**src/rtl/core/assert_macros.svh**
```systemverilog
// Assertion shorthands shared by the core RTL.
`ifndef ASSERT_MACROS_SVH
`define ASSERT_MACROS_SVH

// A property that must hold at every rising edge outside reset.
`define TCLA_ASSERT(lbl, clk, rst, prop, msg) \
  lbl: assert property (@(posedge clk) disable iff (rst) (prop)) else $error(msg);

// An event that must be followed by a condition in the next cycle.
`define TCLA_ASSERT_NEXT(lbl, clk, rst, ante, cons, msg) \
  lbl: assert property (@(posedge clk) disable iff (rst) (ante) |=> (cons)) else $error(msg);

`endif

```
**src/rtl/core/tcla_pkg.sv**
```systemverilog
package tcla_pkg;

  localparam int DEPTH_DEFAULT = 64;
  localparam logic [31:0] WINDOW_RESET = 32'd100000;

  localparam logic [1:0] CMD_START  = 2'd0;
  localparam logic [1:0] CMD_SAMPLE = 2'd1;
  localparam logic [1:0] CMD_REPORT = 2'd2;
  localparam logic [1:0] CMD_READ   = 2'd3;

  localparam logic [2:0] KIND_STATUS    = 3'd0;
  localparam logic [2:0] KIND_SEGMENT   = 3'd1;
  localparam logic [2:0] KIND_LEVEL     = 3'd2;
  localparam logic [2:0] KIND_NO_DATA   = 3'd3;
  localparam logic [2:0] KIND_ENTRY     = 3'd4;
  localparam logic [2:0] KIND_BAD_INDEX = 3'd5;

  typedef struct packed {
    logic [1:0]  command;
    logic [5:0]  pins;
    logic [31:0] time_us;
    logic [5:0]  channel_mask;
    logic [5:0]  entry_index;
  } item_t;

  typedef struct packed {
    logic [2:0]  kind;
    logic        level;
    logic [31:0] duration_us;
    logic [5:0]  pins_out;
    logic [31:0] time_out;
    logic [5:0]  count;
    logic        capturing;
    logic        stored;
    logic        last;
  } result_t;

  // One stored capture entry.
  typedef struct packed {
    logic [5:0]  pins;
    logic [31:0] stamp;
  } entry_t;

endpackage

```
**src/rtl/core/tcla_store.sv**
```systemverilog
module tcla_store #(
  parameter int DEPTH = tcla_pkg::DEPTH_DEFAULT,
  localparam int AW = $clog2(DEPTH)
) (
  input  logic             clk,
  input  logic             we,
  input  logic [AW-1:0]    waddr,
  input  tcla_pkg::entry_t wdata,
  input  logic             re,
  input  logic [AW-1:0]    raddr,
  output tcla_pkg::entry_t rdata
);
  import tcla_pkg::*;

  entry_t mem [DEPTH];

  // Single write port, single read port, read data registered.
  always_ff @(posedge clk) begin
    if (we) begin
      mem[waddr] <= wdata;
    end
    if (re) begin
      rdata <= mem[raddr];
    end
  end

endmodule

```
**src/rtl/core/transition_capture_logic_analyzer.sv**
```systemverilog
// Channel   Signals                         Direction  Transfer
// command   start, item                     in         start && !busy
// result    valid, result                   out        every cycle valid is high
// config    window_we, window_data          in         window_we high
//
// Start and sample commands leave busy low and may follow each other in
// consecutive cycles; a read holds busy in the read state while the entry store
// delivers its registered read data; a channel report holds busy through the walk
// state, one store read per cycle, and the flush state that closes the walk.
// Reset is synchronous and clears only control state; the store contents are
// not cleared, since no entry is read before it has been written.
// Results cannot be stalled: each is on the result port for exactly one cycle.
`include "assert_macros.svh"

module transition_capture_logic_analyzer #(
  parameter int DEPTH = tcla_pkg::DEPTH_DEFAULT
) (
  input  logic              clk,
  input  logic              rst,
  input  logic              start,
  input  tcla_pkg::item_t   item,
  output logic              busy,
  input  logic              window_we,
  input  logic [31:0]       window_data,
  output logic              valid,
  output tcla_pkg::result_t result
);
  import tcla_pkg::*;

  localparam int AW = $clog2(DEPTH);
  localparam logic [AW-1:0] FULL = AW'(DEPTH - 1);

  // The sequencer: idle takes commands, read waits out the store latency,
  // walk streams the store for a report and flush emits its final result.
  typedef enum logic [3:0] {
    ST_IDLE  = 4'b0001,
    ST_READ  = 4'b0010,
    ST_WALK  = 4'b0100,
    ST_FLUSH = 4'b1000
  } state_t;

  state_t      state, state_next;
  logic [31:0] window_us;
  logic [AW-1:0] entry_count, count_next;
  logic        capture_open, open_next;
  logic [31:0] start_time, start_next;
  // Copy of the pins of the last stored entry, so a sample needs no store read.
  logic [5:0]  last_pins;

  logic        res_valid_next;
  result_t     res_next;

  // Store ports.
  logic        we, re;
  logic [AW-1:0] raddr;
  entry_t      wdata, rdata;

  // Report walk.
  logic [AW:0] iss_addr, iss_next;
  logic        dv, dv_next;
  logic [AW-1:0] di;
  logic [5:0]  mask;
  logic [5:0]  ref_m;
  logic [31:0] ref_t;
  logic        lvl0;
  logic        pend_valid;
  logic        pend_level;
  logic [31:0] pend_dur;

  logic        accept;
  logic        rpt_start;
  logic        walk_rd;
  logic [5:0]  cur_m;
  logic        seg_hit;
  logic        walk_end;

  assign busy    = (state != ST_IDLE);
  assign accept  = start && !busy;
  assign wdata   = '{pins: item.pins, stamp: item.time_us};
  assign cur_m   = rdata.pins & mask;
  // A segment ends wherever the masked levels differ from the reference entry.
  assign seg_hit  = (state == ST_WALK) && dv && (di != '0) && (cur_m != ref_m);
  assign walk_end = (state == ST_WALK) && dv && (di == entry_count - AW'(1));

  tcla_store #(.DEPTH(DEPTH)) u_store (
    .clk   (clk),
    .we    (we),
    .waddr (entry_count),
    .wdata (wdata),
    .re    (re),
    .raddr (raddr),
    .rdata (rdata)
  );

  always_comb begin
    state_next     = state;
    count_next     = entry_count;
    open_next      = capture_open;
    start_next     = start_time;
    res_valid_next = 1'b0;
    res_next       = '0;
    we             = 1'b0;
    re             = 1'b0;
    raddr          = iss_addr[AW-1:0];
    iss_next       = iss_addr;
    rpt_start      = 1'b0;
    walk_rd        = 1'b0;

    unique case (state)
      ST_IDLE: begin
        if (accept) begin
          unique case (item.command)
            CMD_START: begin
              count_next     = '0;
              open_next      = 1'b1;
              start_next     = item.time_us;
              res_valid_next = 1'b1;
              res_next.kind  = KIND_STATUS;
              res_next.last  = 1'b1;
            end
            CMD_SAMPLE: begin
              if (capture_open) begin
                if ((item.time_us - start_time) >= window_us) begin
                  open_next = 1'b0;
                end else if (entry_count < FULL) begin
                  if ((entry_count == '0) || (last_pins != item.pins)) begin
                    we              = 1'b1;
                    count_next      = entry_count + AW'(1);
                    res_next.stored = 1'b1;
                  end
                  if (count_next >= FULL) begin
                    open_next = 1'b0;
                  end
                end else begin
                  open_next = 1'b0;
                end
              end
              res_valid_next = 1'b1;
              res_next.kind  = KIND_STATUS;
              res_next.last  = 1'b1;
            end
            CMD_REPORT: begin
              if (entry_count == '0) begin
                res_valid_next = 1'b1;
                res_next.kind  = KIND_NO_DATA;
                res_next.last  = 1'b1;
              end else begin
                re         = 1'b1;
                raddr      = '0;
                walk_rd    = 1'b1;
                rpt_start  = 1'b1;
                iss_next   = (AW+1)'(1);
                state_next = ST_WALK;
              end
            end
            CMD_READ: begin
              if (item.entry_index < 6'(entry_count)) begin
                re         = 1'b1;
                raddr      = item.entry_index[AW-1:0];
                state_next = ST_READ;
              end else begin
                res_valid_next = 1'b1;
                res_next.kind  = KIND_BAD_INDEX;
                res_next.last  = 1'b1;
              end
            end
            default: ;
          endcase
        end
      end
      ST_READ: begin
        res_valid_next    = 1'b1;
        res_next.kind     = KIND_ENTRY;
        res_next.pins_out = rdata.pins;
        res_next.time_out = rdata.stamp;
        res_next.last     = 1'b1;
        state_next        = ST_IDLE;
      end
      ST_WALK: begin
        if (iss_addr < {1'b0, entry_count}) begin
          re       = 1'b1;
          walk_rd  = 1'b1;
          iss_next = iss_addr + (AW+1)'(1);
        end
        // A new segment pushes out the one held back, which is not the last.
        if (seg_hit && pend_valid) begin
          res_valid_next       = 1'b1;
          res_next.kind        = KIND_SEGMENT;
          res_next.level       = pend_level;
          res_next.duration_us = pend_dur;
        end
        if (walk_end) begin
          state_next = ST_FLUSH;
        end
      end
      ST_FLUSH: begin
        res_valid_next = 1'b1;
        res_next.last  = 1'b1;
        if (pend_valid) begin
          res_next.kind        = KIND_SEGMENT;
          res_next.level       = pend_level;
          res_next.duration_us = pend_dur;
        end else begin
          res_next.kind  = KIND_LEVEL;
          res_next.level = lvl0;
        end
        state_next = ST_IDLE;
      end
      default: state_next = ST_IDLE;
    endcase

    res_next.count     = 6'(count_next);
    res_next.capturing = open_next;
    dv_next            = walk_rd;
  end

  // Control state.
  always_ff @(posedge clk) begin
    if (rst) begin
      state        <= ST_IDLE;
      window_us    <= WINDOW_RESET;
      entry_count  <= '0;
      capture_open <= 1'b0;
      start_time   <= '0;
      valid        <= 1'b0;
      dv           <= 1'b0;
      pend_valid   <= 1'b0;
      iss_addr     <= '0;
    end else begin
      state        <= state_next;
      entry_count  <= count_next;
      capture_open <= open_next;
      start_time   <= start_next;
      valid        <= res_valid_next;
      dv           <= dv_next;
      iss_addr     <= iss_next;
      if (window_we) begin
        window_us <= window_data;
      end
      if (rpt_start) begin
        pend_valid <= 1'b0;
      end else if (seg_hit) begin
        pend_valid <= 1'b1;
      end
    end
  end

  // Payload registers.
  always_ff @(posedge clk) begin
    result <= res_next;
    if (we) begin
      last_pins <= item.pins;
    end
    if (walk_rd) begin
      di <= raddr;
    end
    if (rpt_start) begin
      mask <= item.channel_mask;
    end
    if ((state == ST_WALK) && dv) begin
      if (di == '0) begin
        ref_m <= cur_m;
        ref_t <= rdata.stamp;
        lvl0  <= |cur_m;
      end else if (seg_hit) begin
        ref_m      <= cur_m;
        ref_t      <= rdata.stamp;
        pend_level <= |ref_m;
        pend_dur   <= rdata.stamp - ref_t;
      end
    end
  end

  `TCLA_ASSERT(a_count_bound, clk, rst, entry_count <= FULL,
    "entry count passed the store limit")
  `TCLA_ASSERT(a_last_idle, clk, rst, !(valid && result.last) || (state == ST_IDLE),
    "final result delivered while the sequencer is not idle")
  `TCLA_ASSERT_NEXT(a_start_arms, clk, rst, accept && (item.command == CMD_START),
    valid && capture_open && (entry_count == '0),
    "start transfer did not arm an empty capture")
  `TCLA_ASSERT(a_mid_walk, clk, rst,
    !(valid && !result.last) || (state == ST_WALK) || (state == ST_FLUSH),
    "non-final result outside a report walk")

endmodule

```
**config.mk**
```make
export PLATFORM = sky130hd
export DESIGN_NAME = transition_capture_logic_analyzer
export DESIGN_NICKNAME = d
export VERILOG_FILES = /design/src/rtl/core/tcla_pkg.sv /design/src/rtl/core/tcla_store.sv /design/src/rtl/core/transition_capture_logic_analyzer.sv
export VERILOG_INCLUDE_DIRS = /design/src /design/src/rtl/core
export SDC_FILE = /design/constraint.sdc
export NUM_CORES = 2
export LEC_CHECK = 0
export BUFFER_PORTS_ARGS = -buffer_cell sky130_fd_sc_hd__buf_2
export CORE_ASPECT_RATIO = 1.4
export CORE_UTILIZATION = 55
export CTS_BUF_LIST = sky130_fd_sc_hd__clkbuf_16
export DETAILED_ROUTE_END_ITERATION = 8
export GPL_ROUTABILITY_DRIVEN = 0
export PLACE_DENSITY = 0.71
export RECOVER_POWER = 25
export SETUP_SLACK_MARGIN = 0.15
export SLEW_MARGIN = 20
export SYNTH_ARGS = -nofsm -noshare
export SYNTH_HDL_FRONTEND = slang
export SYNTH_HIERARCHICAL = 1
export SYNTH_SLANG_ARGS = --single-unit
```
**constraint.sdc**
```tcl
create_clock -name clk -period 9.42 [get_ports clk]
set_clock_uncertainty 0.1 [all_clocks]
set_input_delay 1.884 -clock clk [delete_from_list [all_inputs] [get_ports clk]]
set_output_delay 1.884 -clock clk [all_outputs]
set_load 0.01 [all_outputs]
```
; ---- Yosys cells after proc, flatten, opt, wreduce, memory -nomap -nowiden
; Memories as Yosys holds them, arrays and structs flattened. A register that Yosys moved wholly into a read port is not among the register bits.
; Cells that the tools add are included.
[word_totals]
regBits = 258
mem_bits_rw = 2432
memories = 1
inputBits = 88
[op_classes]
magnitude_cmp = 5
n_addsub = 5
n_mux = 76
bitwise_logic = 2
n_reduce_logical = 26
n_eq_ne = 19
[mem_list]
columns = memory, depth, width, read_ports, rd_ports_with_merged_regs, wr, line_no
row1 = u_store.mem, 64, 38, 1, 1, 1, tcla_store.sv:15  ; entry_t mem [DEPTH];
[op_table]
columns = operator, n
row1 = 6-bit two-way mux, 18
row2 = 32-bit two-way mux, 3
row3 = 33-bit one-hot mux with 2 select lines, 1
row4 = 32-bit subtractor, 2
row5 = 34-bit two-way mux, 1
row6 = 32-bit greater-or-equal comparator, 1
row7 = 7-bit two-way mux, 4
row8 = 1-bit two-way mux, 27
row9 = 6-bit one-hot mux with 2 select lines, 2
row10 = 4-bit two-way mux, 4
row11 = 4-bit one-hot mux with 2 select lines, 2
row12 = 7-bit one-hot mux with 2 select lines, 1
row13 = 6-bit logical NOT, 2
row14 = 6-bit != test, 2
row15 = 3-bit one-hot mux with 4 select lines, 1
row16 = 6-bit OR reduction, 2
row17 = 1-bit one-hot mux with 2 select lines, 5
row18 = 5-bit AND reduction, 2
row19 = 3-bit two-way mux, 3
row20 = 3-bit one-hot mux with 3 select lines, 1
row21 = "7-bit by 1-bit adder with 7-bit output, second input constant", 1
row22 = 7-bit by 6-bit < comparator with 1-bit output, 1
row23 = "6-bit by 1-bit adder with 6-bit output, second input constant", 1
row24 = 6-bit bitwise AND, 1
row25 = other kinds (28), 45

; ---- Longest topological paths before layout
[depth]
depth_word = 17
depth_mapped = 25
mapped_depth_nobuf = 23

; ---- Hierarchy
; The synthesis kept the hierarchy.
[modules_own_cells]
columns = mod, n_inst, cells_each, area_each_um2, seq_area_each_um2
row1 = tcla_store, 1, 3993, 93435.9, 74171.1
row2 = transition_capture_logic_analyzer, 1, 1438, 13454.2, 6065.8

; ---- Worst setup path before layout
; Ideal clock, no wire load.
[synth_timing]
path_kind = in2reg
from = input item[12] in the netlist's numbering
to = memory u_store/mem[27][0] in the netlist's numbering, enable pin
path_stages = 25
required_time_ns = 8.887
slack_ns = 0.955
t_arrival_ns = 7.932
setup_time_ns = 0.433
path_buffers = 2
cell_sequence = inv_1 -> ha_1 -> inv_1 -> fa_1 -> a21oi_1 -> nor2_1 -> o21ai_0 -> a31oi_1 -> o21ai_0 -> nand4b_1 -> nand3_1 -> xor2_1 -> ha_1 -> a21o_1 -> a21o_1 -> a21oi_1 -> o21ai_0 -> o2bb2ai_1 -> a2111oi_0 -> and3_1 -> clkbuf_1 -> inv_1 -> or2_2 -> clkbuf_1 -> nor2_1
[synth_between]
elab_chain_len = 9
[synth_rtl]
columns = element, line_no
row1 = start: declaration, transition_capture_logic_analyzer.sv:21  ; input tcla_pkg::item_t item,
row2 = 32-bit subtractor, transition_capture_logic_analyzer.sv:123  ; if ((item.time_us - start_time) >= window_us) begin
row3 = 32-bit greater-or-equal comparator, transition_capture_logic_analyzer.sv:123
row4 = 1-bit two-way mux, transition_capture_logic_analyzer.sv:123
row5 = 1-bit two-way mux, transition_capture_logic_analyzer.sv:122  ; if (capture_open) begin
row6 = 1-bit two-way mux, transition_capture_logic_analyzer.sv:112  ; unique case (item.command)
row7 = 1-bit two-way mux, transition_capture_logic_analyzer.sv:111  ; if (accept) begin
row8 = 1-bit two-way mux, transition_capture_logic_analyzer.sv:109  ; unique case (state)
row9 = via we, transition_capture_logic_analyzer.sv:54  ; logic we, re;
row10 = 1-bit two-way mux, tcla_store.sv:19  ; if (we) begin
row11 = 1-bit two-way mux (implied by the code), tcla_store.sv:20  ; mem[waddr] <= wdata;
row12 = end: declaration, tcla_store.sv:15
; The timed path passes the listed nets, and every way through them passes these cells.

; ---- Final worst setup path
[layout_timing]
from = input item[20] in the netlist's numbering
to = memory u_store/mem[17][33] in the netlist's numbering, enable pin
; The elaborated chain is that of the path after synthesis.

==> key figures <==
Critical path
  • Cell family with most CP delay: compound AO/OA/AOI/OAI gates
  • Arr. time, crit path: 8.18 ns
  • FF-to-FF path depth: 14
  • CP Buf/Inv Count: 5
  • Worst r2r dst: u_store/rdata[27]$_DFFE_PP_
  • WP data required: 9.84 ns
  • CP Cell Sequence: clkbuf_1, ha_1, and4_1, a221o_1, o2111ai_1, a31oi_1, a31oi_1, nand3_1, o311ai_0, ha_1, a21oi_1, nor2b_1, o21ai_0, nand3b_1, a2111oi_0, buf_4, and3_1, buf_4, nand3_1, buf_4, nor2_4, buf_4
  • Reg2Reg Setup Slack: around 2.1 ns
  • Startpoint types: primary input
  • Most frequent CP cell: buf_4
  • CP max-delay cell: clkbuf_1
  • Crit path max fanout: 28
  • Reg-to-reg critical path startpoint: entry_count[1]$_SDFF_PP0_
  • Max incr delay on CP: around 0.76 ns
  • Setup CP Type: in -> reg
  • CP endpoint kind: register
  • Setup crit start: item[20]

Clock tree
  • CTS Hold Bufs: 0
  • # Post-CTS Setup Buffers: 0
  • H-tree depth: 4
  • TritonCTS clock tree: yes
  • Post-CTS sizing: 0
  • Inserted Clock Buffers: ~240
  • Worst-path clk slew: 0.06 ns
  • Max clock buf depth: 3
  • Clock Sink Count: 2,728
  • Clock latency on the worst-skew pair: 0.88 ns
  • Root Buffer: clkbuf_16

Yosys
  • Synth Area in Simple Gates: 3.34%
  • Yosys reg bits: between 2,000 and 3,000
  • Post-synth EDFFs: 2,560
  • Main synth FF type: edfxtp_1
  • Post-Synthesis Cells: 5,431
  • Syn Area/Cell: 19.7 um2
  • Synth Cell Area: 107,000 um2
  • Compound-gate portion of the synthesized area: 4.49%
  • Post-synthesis xor/xnor area fraction: 0.516%
  • Largest family of logic cells by synthesized area: multiplexers
  • Net Count, Synth: 5,628
  • Async S/R FF share, synth: 0%
  • Post-Synth Adder-Cell Area: 1.29%
  • Mux cell area share after synthesis: 13.5%
  • Library cells used by synthesis: 86
  • Yosys warns: 6
  • Register area share after synthesis: 75.1%

Final layout
  • Final nets: around 6,000
  • Area Growth Syn to Fin: 12.2%
  • Fill cells: between 10,000 and 15,000
  • Layout cells sized above 1: 23.5%
  • Register Area: about 80,000 um2
  • Area occupied by multi-input gates: about 25,000 um2

Route
  • Via Count: around 56,000
  • Post-route ant nets: 0
  • Routed len/inst: 33.9 um
  • Remaining DRCs: 0
  • Total Routed Length: 289,000 um
  • First drt pass iteration count: 6
  • Iteration-0 DRC Markers: about 7,000
  • Routed vias/inst: 6.60

Power and ir drop
  • Pwr dens: 198 nW/um2
  • Post-route total power: 0.0238 W
  • Maximum vdd ir drop: about 200 uV
  • Static Leak: 37.9 nW

Placement
  • DP Wirelength: 187,000 um
  • Input/output buffers: 172

STA
  • Measured slew at the worst slew-check pin: ~3.9 ns
  • Final Hold Viols: 0
  • Min Hold Slack: 0.337 ns
  • Max Slew Vio Count: 1,340
  • Setup_tns: 0 ns
  • Part of the cycle the worst path needs: 82.3%
  • RSZ-0062 raised after global routing: no
  • Post-route minimum period: 7.76 ns
  • Relative slew slack: -157%
  • Max Clk Rate: 129 MHz
  • # setup viols final: 0

GRT
  • Initial antenna violation count: 31
  • GRT Total Usage: 29.6%
  • Vias in the first global route: 55,865
  • Largest net degree at the start of global routing: 104
  • First-pass GRT wire length: 409,000 um
  • GRT Residual Overflow: 0

Hold path
  • Hold path endpoint: result[52]$_DFF_P_
  • Cell depth of the worst hold path: 1
  • Hold crit path type: reg -> reg
  • Min-delay src: pend_dur[5]$_DFFE_PP_

Run
  • Max_cap viols: 26

Die
  • Starting Density: 55.3%
  • CORE AREA: 193,000 um2
  • Chip height: 524 um
  • Die area: approximately 200,000 um2
  • Die width: 375 um
  • Num ports: approximately 170
  • Rows: 191

Outcome
  • Failing checks: capacitance limit, slew limit
  • Status: finished, violations left
registers in the layout, indices dropped and copies added (netlist names), 4 cells and up:
name and count:
last_pins 6, ref_t 32, pend_dur 32, u_store/mem 2432
state 4, start_time 32, di 6, window_us 32
u_store/rdata 38, iss_addr 7, mask 6, result 83
ref_m 6, entry_count 6
area by class of cell:
| cell class | count | area share (%) |
|---|---|---|
| diodes | 38 | 0.0793 |
| repair buffers | 397 | 2.51 |
| multi-input cells | 2295 | 21.1 |
| inverters | 136 | 0.425 |
| flip-flops and latches | 2728 | 66.9 |
| clock buffers | 239 | 4.98 |
| clock inverters | 203 | 1.45 |
| well taps | 2509 | 2.62 |
layer usage:
layer  vias up  wire (um)  global-route usage, %
met1     29503      98700                   36.8
met2      3257     145000                   49.5
met5         -        113                      0
met3       637      27700                   5.75
met4        16      17900                   15.8
li1      23005          -                      -
through the flow:
stage	area (um2)	setup WS [ns]	utilization (%)	cells
2_1_floorplan	107000	0.955	-	5431
3_3_place_gp	112000	0.995	58.1	8064
3_5_place_dp	112000	1.10	58.1	8064
4_1_cts	120000	1.98	62.1	8506
5_1_grt	120000	1.39	62.1	8541
6_report	120000	1.66	62.1	8545
worst register-to-register path, stage by stage, from the launching register on:
cell and delay, ns:
dfxtp_1 0.30, buf_4 0.21, inv_1 0.24, ha_1 0.26, nand2b_4 0.08, nor4_1 1.40, or3_1 0.43, nand2_1 0.16
o21ai_4 0.44, buf_4 0.56, nand2b_1 0.93, o22ai_1 0.23, nor2_1 0.33, a21oi_1 0.23, nor2_1 1.04
cells in the final DEF, fill, tap and decap left out, types with 50 or more instances in the layout:
master,count
edfxtp_1,2560
mux4_2,593
clkbuf_16,239
nand2_1,202
a21oi_1,182
inv_1,180
dfxtp_1,168
nor2_1,159
buf_4,141
buf_2,140
ha_1,107
mux2i_1,88
o22ai_1,83
a22oi_1,68
clkbuf_1,65
nor2_4,65
clkinv_1,54
a221oi_1,54
and2_1,51
buf_12,50
where the power goes:
part           switching [W]  internal (W)
Combinational       0.000567      0.000226
Clock                0.00433       0.00537
Sequential         0.0000114        0.0133
Total                0.00491        0.0189
worst max path at each step:
stage,depth (start not counted),to
floorplan,25,u_store/mem[27][0]$_DFFE_PP_
global placement,27,u_store/mem[17][15]$_DFFE_PP_
detailed placement,25,u_store/mem[17][15]$_DFFE_PP_
CTS,25,u_store/mem[17][35]$_DFFE_PP_
global route,22,u_store/mem[17][33]$_DFFE_PP_
finish,22,u_store/mem[17][33]$_DFFE_PP_
synthesized netlist by cell type, drive strengths merged, types with 83 or more instances:
cell,number,area share (%)
a21oi,183,0.86
buf,131,0.86
clkbuf,141,0.50
dfxtp,168,3.1
edfxtp,2560,72
ha,107,1.3
inv,136,0.48
mux2i,88,0.82
mux4,593,12
nand2,204,0.72
nor2,228,0.80
o22ai,83,0.49
cell families (layout without fill, tap and decap cells):
logic type                 Yosys count  count (layout)
and+or+nand+nor                    735             735
DFF                               2728            2728
muxes                              695             695
xor gates and xnor gates            63              63
other                                0              38
AOI/OAI and AO/OA                  693             693
adders and majority gates          109             109
buffers and inverters              408             975
No activity file was read; power rests on OpenSTA's default activity.
